`src/sv/assert_macros.svh`:
```
// Assertion macros used by the core RTL module.
`ifndef ASSERT_MACROS_SVH
`define ASSERT_MACROS_SVH

// Hold cons in the same cycle as ante.
`define ASSERT_SAME(label, ante, cons, msg) \
    label: assert property (@(posedge i_clk) disable iff (!i_rst_n) \
        (ante) |-> (cons)) else $error(msg);

// Hold cons in the cycle after ante.
`define ASSERT_NEXT(label, ante, cons, msg) \
    label: assert property (@(posedge i_clk) disable iff (!i_rst_n) \
        (ante) |=> (cons)) else $error(msg);

`endif

```
`src/sv/pbea_pkg.sv`:
```
// Shared types and constants for the button edge and auto-repeat core.
package pbea_pkg;

    localparam int unsigned AXIS_W = 8;
    localparam int unsigned RAW_W  = 24;
    localparam int unsigned WORD_W = 32;
    localparam int unsigned DIR_W  = WORD_W - RAW_W;
    localparam int unsigned CFG_W  = 8;

    localparam logic [CFG_W-1:0] CENTER_RST    = 8'd128;
    localparam logic [CFG_W-1:0] THRESHOLD_RST = 8'd64;
    localparam logic [CFG_W-1:0] DELAY_RST     = 8'd10;
    localparam logic [CFG_W-1:0] RELOAD_RST    = 8'd6;

    typedef enum logic [1:0] {
        CFG_CENTER    = 2'd0,
        CFG_THRESHOLD = 2'd1,
        CFG_DELAY     = 2'd2,
        CFG_RELOAD    = 2'd3
    } t_cfg_idx;

    typedef struct packed {
        logic [CFG_W-1:0] center;
        logic [CFG_W-1:0] threshold;
    } t_stick_cfg;

endpackage

```
`src/sv/pbea_dirs.sv`:
```
// Stick axis to direction bit decoder.
module pbea_dirs
    import pbea_pkg::*;
(
    input  t_stick_cfg        i_cfg,
    input  logic [AXIS_W-1:0] i_left_x,
    input  logic [AXIS_W-1:0] i_left_y,
    input  logic [AXIS_W-1:0] i_right_x,
    input  logic [AXIS_W-1:0] i_right_y,
    output logic [DIR_W-1:0]  o_dirs
);

    // {above center + threshold, below center - threshold}
    function automatic logic [1:0] axis_dir(
        input logic [AXIS_W-1:0] v,
        input t_stick_cfg        cfg
    );
        logic below;
        logic above;
        below = ({2'b00, v} + {2'b00, cfg.threshold}) < {2'b00, cfg.center};
        above = {1'b0, v} > ({1'b0, cfg.center} + {1'b0, cfg.threshold});
        return {above, below};
    endfunction

    logic [1:0] s_lx;
    logic [1:0] s_ly;
    logic [1:0] s_rx;
    logic [1:0] s_ry;

    always_comb begin
        s_lx = axis_dir(i_left_x, i_cfg);
        s_ly = axis_dir(i_left_y, i_cfg);
        s_rx = axis_dir(i_right_x, i_cfg);
        s_ry = axis_dir(i_right_y, i_cfg);
        o_dirs = {s_rx[0], s_ry[1], s_rx[1], s_ry[0],
                  s_lx[0], s_ly[1], s_lx[1], s_ly[0]};
    end

endmodule

```
`src/sv/pad_button_edge_autorepeat_core.sv`:
```
// Controller poll edge detector with auto-repeat and long-hold outputs.
// Requests pass the input and result registers; the edge and counter update is one pass
// of logic. Throughput: 1 request per cycle while the result is not stalled.
// Input stall rises only when the input register is full and the result is stalled.
// Reset (synchronous, active low) empties both stages, clears the stored word and
// counters, and loads the configuration registers with their default values.
`include "assert_macros.svh"

module pad_button_edge_autorepeat_core
    import pbea_pkg::*;
(
    input  logic              i_clk,
    input  logic              i_rst_n,

    input  logic              i_cfg_we,
    input  logic [1:0]        i_cfg_idx,
    input  logic [CFG_W-1:0]  i_cfg_data,

    input  logic              i_valid,
    output logic              o_stall,
    input  logic [RAW_W-1:0]  i_raw_buttons,
    input  logic [AXIS_W-1:0] i_left_x,
    input  logic [AXIS_W-1:0] i_left_y,
    input  logic [AXIS_W-1:0] i_right_x,
    input  logic [AXIS_W-1:0] i_right_y,

    output logic              o_valid,
    input  logic              i_stall,
    output logic [WORD_W-1:0] o_button_word,
    output logic [WORD_W-1:0] o_pressed_bits,
    output logic [WORD_W-1:0] o_released_bits,
    output logic [WORD_W-1:0] o_repeat_bits,
    output logic [WORD_W-1:0] o_long_hold_bits
);

    t_stick_cfg        r_stick;
    logic [CFG_W-1:0]  r_delay;
    logic [CFG_W-1:0]  r_reload;

    logic              r_in_valid;
    logic [RAW_W-1:0]  r_raw;
    logic [AXIS_W-1:0] r_lx;
    logic [AXIS_W-1:0] r_ly;
    logic [AXIS_W-1:0] r_rx;
    logic [AXIS_W-1:0] r_ry;

    logic [WORD_W-1:0] r_stored_word;
    logic [CFG_W-1:0]  r_rep_cnt;
    logic [CFG_W-1:0]  r_hold_cnt;

    logic              r_out_valid;
    logic [WORD_W-1:0] r_word;
    logic [WORD_W-1:0] r_pressed;
    logic [WORD_W-1:0] r_released;
    logic [WORD_W-1:0] r_repeat;
    logic [WORD_W-1:0] r_hold;

    logic              s_out_free;
    logic              s_adv;
    logic              s_in_take;
    logic [DIR_W-1:0]  s_dirs;
    logic [WORD_W-1:0] s_word;
    logic [WORD_W-1:0] s_pressed;
    logic              s_same;
    logic [CFG_W-1:0]  s_rep_bump;
    logic [CFG_W-1:0]  s_hold_bump;
    logic              s_rep_fire;
    logic              s_hold_fire;
    logic [CFG_W-1:0]  n_rep_cnt;
    logic [CFG_W-1:0]  n_hold_cnt;
    logic [WORD_W-1:0] n_repeat;
    logic [WORD_W-1:0] n_hold;

    pbea_dirs u_dirs (
        .i_cfg     (r_stick),
        .i_left_x  (r_lx),
        .i_left_y  (r_ly),
        .i_right_x (r_rx),
        .i_right_y (r_ry),
        .o_dirs    (s_dirs)
    );

    assign s_out_free = !r_out_valid || !i_stall;
    assign s_adv      = r_in_valid && s_out_free;
    assign o_stall    = r_in_valid && !s_out_free;
    assign s_in_take  = i_valid && !o_stall;

    always_comb begin
        s_word      = {s_dirs, r_raw};
        s_pressed   = s_word & ~r_stored_word;
        s_same      = (s_word == r_stored_word);
        s_rep_bump  = (r_rep_cnt == '1) ? r_rep_cnt : r_rep_cnt + 1'b1;
        s_hold_bump = (r_hold_cnt == '1) ? r_hold_cnt : r_hold_cnt + 1'b1;
        s_rep_fire  = s_same && (s_rep_bump >= r_delay);
        s_hold_fire = s_same && (s_hold_bump >= r_delay);
        n_repeat    = s_rep_fire ? s_word : s_pressed;
        n_hold      = s_hold_fire ? s_word : s_pressed;
        if (!s_same) begin
            n_rep_cnt  = '0;
            n_hold_cnt = '0;
        end else begin
            n_rep_cnt  = s_rep_fire ? r_reload : s_rep_bump;
            n_hold_cnt = s_hold_fire ? r_delay : s_hold_bump;
        end
    end

    always_ff @(posedge i_clk) begin
        if (!i_rst_n) begin
            r_stick.center    <= CENTER_RST;
            r_stick.threshold <= THRESHOLD_RST;
            r_delay           <= DELAY_RST;
            r_reload          <= RELOAD_RST;
        end else if (i_cfg_we) begin
            case (i_cfg_idx)
                CFG_CENTER:    r_stick.center    <= i_cfg_data;
                CFG_THRESHOLD: r_stick.threshold <= i_cfg_data;
                CFG_DELAY:     r_delay           <= i_cfg_data;
                CFG_RELOAD:    r_reload          <= i_cfg_data;
                default: begin
                end
            endcase
        end
    end

    always_ff @(posedge i_clk) begin
        if (!i_rst_n) begin
            r_in_valid    <= 1'b0;
            r_out_valid   <= 1'b0;
            r_stored_word <= '0;
            r_rep_cnt     <= '0;
            r_hold_cnt    <= '0;
        end else begin
            if (s_in_take) begin
                r_in_valid <= 1'b1;
            end else if (s_adv) begin
                r_in_valid <= 1'b0;
            end
            if (s_adv) begin
                r_out_valid   <= 1'b1;
                r_stored_word <= s_word;
                r_rep_cnt     <= n_rep_cnt;
                r_hold_cnt    <= n_hold_cnt;
            end else if (!i_stall) begin
                r_out_valid <= 1'b0;
            end
        end
    end

    always_ff @(posedge i_clk) begin
        if (s_in_take) begin
            r_raw <= i_raw_buttons;
            r_lx  <= i_left_x;
            r_ly  <= i_left_y;
            r_rx  <= i_right_x;
            r_ry  <= i_right_y;
        end
        if (s_adv) begin
            r_word     <= s_word;
            r_pressed  <= s_pressed;
            r_released <= ~s_word & r_stored_word;
            r_repeat   <= n_repeat;
            r_hold     <= n_hold;
        end
    end

    assign o_valid          = r_out_valid;
    assign o_button_word    = r_word;
    assign o_pressed_bits   = r_pressed;
    assign o_released_bits  = r_released;
    assign o_repeat_bits    = r_repeat;
    assign o_long_hold_bits = r_hold;

    `ASSERT_SAME(a_edges_disjoint, o_valid, (o_pressed_bits & o_released_bits) == '0, "pressed and released overlap")
    `ASSERT_NEXT(a_change_clears, s_adv && !s_same, r_rep_cnt == '0 && r_hold_cnt == '0, "counters not cleared on change")
    `ASSERT_SAME(a_stall_needs_item, o_stall, r_in_valid && r_out_valid, "input stalled without a held request")
    `ASSERT_NEXT(a_change_stores, s_adv, r_stored_word == $past(s_word), "stored word not updated")

endmodule

```
`config.mk`:
```
export PLATFORM = sky130hd
export DESIGN_NAME = pad_button_edge_autorepeat_core
export DESIGN_NICKNAME = d
export VERILOG_FILES = /design/src/sv/pbea_pkg.sv /design/src/sv/pbea_dirs.sv /design/src/sv/pad_button_edge_autorepeat_core.sv
export VERILOG_INCLUDE_DIRS = /design/src /design/src/sv
export SDC_FILE = /design/constraint.sdc
export NUM_CORES = 1
export LEC_CHECK = 0
export BUFFER_PORTS_ARGS = -buffer_cell sky130_fd_sc_hd__buf_4
export CORE_ASPECT_RATIO = 1.5
export CORE_UTILIZATION = 30
export DETAILED_ROUTE_END_ITERATION = 16
export HOLD_SLACK_MARGIN = 0.03
export SLEW_MARGIN = 20
export SYNTH_ARGS = -nofsm -noshare
export SYNTH_HDL_FRONTEND = slang
export SYNTH_SLANG_ARGS = --single-unit
```
`constraint.sdc`:
```
create_clock -name i_clk -period 7 [get_ports i_clk]
set_input_delay 0.35 -clock i_clk [delete_from_list [all_inputs] [get_ports i_clk]]
set_output_delay 0.35 -clock i_clk [all_outputs]
set_load 0.02 [all_outputs]
```
==> results_dict.tcl <==
set metrics [dict create \
    status "finished, final reports clean" \
    fin_worst_skew_ns 0.0229 \
    drive_gt1_frac 0.237 \
    mostFrequentLayoutCell "sky130_fd_sc_hd__buf_4" \
    synth.yosys.seq_area_share 0.542 \
    syn_inst 1248 \
    cpMaxStageDelayCell "sky130_fd_sc_hd__o2111a_2" \
    clock_latency_ns 0.53 \
    timing.hold.worst_endpoint "r_in_valid$_SDFFE_PN0P_" \
    cpPeakStageDelay_ns 0.52 \
    post_drt_via_cell_ratio 4.59 \
    cts_setup_buffers 0 \
    top_usage_layer "met2" \
    max_cap_viol_count 0 \
    die_y_um 276 \
    synth_cell_type_count 61 \
    start_kind "flop" \
    postSynthRegisterBits 298 \
    final.setup.worst_slack_ns 1.13 \
    achievable-frequency_ghz 0.170 \
    grt_pass1_vias 10300 \
    routed_wirelength_um 39800 \
    clock_tree.buffer_depth 3 \
    first_pass_grt_wire_length_um 59400 \
    drt_iter0_drc 447 \
    tritoncts_clock_tree "done" \
    design.die.area_sq_um 50900 \
    synth.net_count 1502 \
    end_kind "flop" \
    slew_violations 0 \
    finalHoldViolCount 0 \
    cp.arrival_ns 6.15 \
    syn_to_final_growth_pct 28.3 \
    antenna_found_initial 0 \
    type_of_the_worst_setup_path "reg -> reg" \
    asyncSetResetFlopFracSynth 0 \
    clock_sink_count 298 \
    grt_max_degree 113 \
    groute.layer.met2.usage 0.301 \
    cts.clk_slew.worst_paths_ns 0.06 \
    hold_path_class "in -> reg" \
    timing_worst_slew_pin_value_ns 1.03 \
    r2r-end "o_long_hold_bits[3]$_DFFE_PP_" \
    finalWeightedCongestion 0.814 \
    timing.setup.tns_ns 0 \
    placeableCoreArea_sq_um 49400 \
    finalSetupViolCount 0 \
    synth.avg_cell_area_sq_um 12.0 \
    grt.met3_usage 0.0257 \
    timing.reg2reg.setup_slack_ns 1.13 \
    power.static_leakage_nw 7.79 \
    max_slew_margin 0.313 \
    ys_dominant_reg_cell "sky130_fd_sc_hd__edfxtp_1" \
    h-tree-depth 2 \
    final_period_minus_worst_setup_slack_ns 5.87 \
    post-place-ws_ns 1.09 \
    route.detailed.drc 0 \
    starting_utilization_of_the_core_area 0.303 \
    critical_path_required_ns 7.28 \
    syn_std_cell_area_sq_um 15000 \
    io_pins 233 \
    path_max_fanout 12 \
    worst_ir_drop_vdd_mv 0.156 \
    grt-ovfl-total 0 \
    cts-buffers-inserted 34 \
    crit-reg2reg-launch "r_stick[1]$_SDFFE_PN0P_" \
    fillCellCount 4760 \
    fin_crit_sh 0.839 \
    worstHoldStart "i_valid" \
    num_vias 10300 \
    dp.final_hpwl_um 29200 \
    fp-row-count 100 \
    power.density_nw_per_um2 235 \
    rsz_0062_raised_after_global_routing "no" \
    nNetsFinal 1810 \
    grt.total_usage 0.155 \
    commonest_cells_after_routing_fill_and_taps_aside "sky130_fd_sc_hd__buf_4, sky130_fd_sc_hd__edfxtp_1, sky130_fd_sc_hd__ha_1" \
    post_route_ant_nets 0 \
    detailedRoute.firstPassIterationCount 6 \
    routed_length_per_instance_um 17.7 \
    antennaDiodeCount 0 \
    holdPathStages 3 \
    worst-r2r-cell-count 20 \
    port-buffer-count 232 \
    clockRootBuffer "sky130_fd_sc_hd__clkbuf_16" \
    yosysWarningCount 0 \
    groute.layer.met1.usage 0.164 \
    fp.dieW_um 184 \
    synth_enable_flop_cells 216 \
    timing.critical_path.cells "inv_1 -> fa_1 -> nand2b_1 -> nand2b_1 -> a21oi_1 -> xor2_1 -> ha_1 -> nand3_1 -> a21oi_1 -> a211oi_1 -> a2111oi_1 -> nor4_1 -> or2_4 -> inv_1 -> ha_1 -> nand4_1 -> nor4_2 -> o2111a_2 -> buf_4 -> mux2_2" \
]
synthesized netlist by cell type, types with 3 or more instances:
| library cell | count | area share |
|---|---|---|
| sky130_fd_sc_hd__and4_1 | 3 | 0.0018 |
| sky130_fd_sc_hd__buf_4 | 3 | 0.0015 |
| sky130_fd_sc_hd__o2bb2ai_1 | 7 | 0.0041 |
| sky130_fd_sc_hd__xnor2_1 | 23 | 0.013 |
| sky130_fd_sc_hd__nor4_1 | 4 | 0.0017 |
| sky130_fd_sc_hd__a21oi_1 | 93 | 0.031 |
| sky130_fd_sc_hd__a31oi_1 | 3 | 0.0013 |
| sky130_fd_sc_hd__nor3_1 | 11 | 0.0037 |
| sky130_fd_sc_hd__nand3_1 | 21 | 0.0070 |
| sky130_fd_sc_hd__a21o_1 | 17 | 0.0085 |
| sky130_fd_sc_hd__fa_1 | 5 | 0.0067 |
| sky130_fd_sc_hd__nor2b_1 | 12 | 0.0050 |
| sky130_fd_sc_hd__nand2b_1 | 21 | 0.0088 |
| sky130_fd_sc_hd__edfxtp_1 | 216 | 0.43 |
| sky130_fd_sc_hd__o21ai_0 | 33 | 0.011 |
| sky130_fd_sc_hd__mux2_2 | 51 | 0.038 |
| sky130_fd_sc_hd__o211ai_1 | 4 | 0.0020 |
| sky130_fd_sc_hd__clkbuf_1 | 16 | 0.0040 |
| sky130_fd_sc_hd__mux2_1 | 12 | 0.0090 |
| sky130_fd_sc_hd__a2111oi_4 | 3 | 0.0055 |
| sky130_fd_sc_hd__buf_1 | 3 | 0.00075 |
| sky130_fd_sc_hd__nand4_1 | 9 | 0.0038 |
| sky130_fd_sc_hd__o2111ai_1 | 3 | 0.0018 |
| sky130_fd_sc_hd__and3_1 | 9 | 0.0038 |
| sky130_fd_sc_hd__mux2i_1 | 21 | 0.014 |
| sky130_fd_sc_hd__ha_1 | 178 | 0.15 |
| sky130_fd_sc_hd__xor2_1 | 10 | 0.0058 |
| sky130_fd_sc_hd__a211oi_1 | 5 | 0.0025 |
| sky130_fd_sc_hd__nor2_1 | 47 | 0.012 |
| sky130_fd_sc_hd__o21ai_1 | 14 | 0.0047 |
| sky130_fd_sc_hd__dfxtp_1 | 82 | 0.11 |
| sky130_fd_sc_hd__buf_2 | 4 | 0.0013 |
| sky130_fd_sc_hd__or2_2 | 3 | 0.0013 |
| sky130_fd_sc_hd__a31o_2 | 3 | 0.0018 |
| sky130_fd_sc_hd__nand2_1 | 142 | 0.036 |
| sky130_fd_sc_hd__inv_1 | 109 | 0.027 |
| sky130_fd_sc_hd__o21a_1 | 15 | 0.0075 |
cells by family (layout without fill, tap and decap cells):
group | count (synthesis) | count (layout) | synth area share
flops | 298 | 298 | 0.542
simple gates | 291 | 291 | 0.0890
compound gates | 222 | 222 | 0.0968
fa+ha+maj | 183 | 183 | 0.155
buf+inv | 137 | 470 | 0.0359
mux | 84 | 84 | 0.0614
xor+xnor | 33 | 33 | 0.0193
repair_timing:
action / in CTS / in global routing
endpoints found under the hold margin: 56 / 0
resized for setup: 0 / 0
hold buffers: 56 / 0
state kept, by name, indices dropped and copies added (netlist names), 8 cells and up:
register,cells
o_button_word,32
r_delay,8
r_ly,8
o_pressed_bits,32
r_reload,8
r_stick,16
r_hold_cnt,8
o_released_bits,32
r_ry,8
o_repeat_bits,32
r_raw,24
r_lx,8
o_long_hold_bits,32
r_rep_cnt,8
r_rx,8
r_stored_word,32
worst max-delay path, delay by kind of cell, from the launching register on:
kind,cells,cell delay (ns)
AO/OA/AOI/OAI,5,1.12
XOR/XNOR,1,0.41
adder cells (fa/ha/maj),3,1.11
buffers and inverters,3,0.63
flip-flops,1,0.48
multiplexers,1,0.36
AND/OR/NAND/NOR,7,1.50
where the power goes:
part	switching, W	internal, W
Sequential	0.0000630	0.00201
Clock	0.000752	0.00103
Combinational	0.000366	0.000287
Total	0.00118	0.00333
area by class of cell:
class / instances / area (sq um) / area share
clock buffer: 39 / 880 / 0.0458
clock inverter: 22 / 226 / 0.0118
inverter: 110 / 420 / 0.0219
multi-input combinational: 813 / 6330 / 0.329
sequential: 298 / 8130 / 0.423
tap: 663 / 830 / 0.0431
timing repair buffer: 299 / 2410 / 0.125
routing by layer:
metal  wire, um  share of wire
met1      15400           0.39
met2      21400           0.54
met3       1880          0.047
met4       1110          0.028
met5          0              0
worst max path at each step:
stage                            start                        endpoint  depth (start not counted)
3_5_place_dp   r_stick[1]$_SDFFE_PN0P_   o_long_hold_bits[3]$_DFFE_PP_                         20
5_1_grt        r_stick[1]$_SDFFE_PN0P_   o_long_hold_bits[5]$_DFFE_PP_                         19
6_report       r_stick[1]$_SDFFE_PN0P_   o_long_hold_bits[3]$_DFFE_PP_                         20
3_3_place_gp   r_stick[1]$_SDFFE_PN0P_  o_long_hold_bits[10]$_DFFE_PP_                         20
4_1_cts        r_stick[1]$_SDFFE_PN0P_   o_long_hold_bits[3]$_DFFE_PP_                         20
2_1_floorplan     o_valid$_SDFFE_PN0P_      o_button_word[0]$_DFFE_PP_                          4
per-stage QoR:
step,utilization,instance area [sq um],hold slack (ns),power [W],instances
floorplan,-,15000,0.436,0.00249,1248
global placement,0.355,17600,0.448,0.00273,2127
detailed placement,0.355,17600,0.457,0.00275,2127
CTS,0.389,19200,0.0397,0.00459,2244
global route,0.389,19200,0.0848,0.00471,2244
finish,0.389,19200,0.0735,0.00451,2244
No activity file was read; power rests on OpenSTA's default activity.
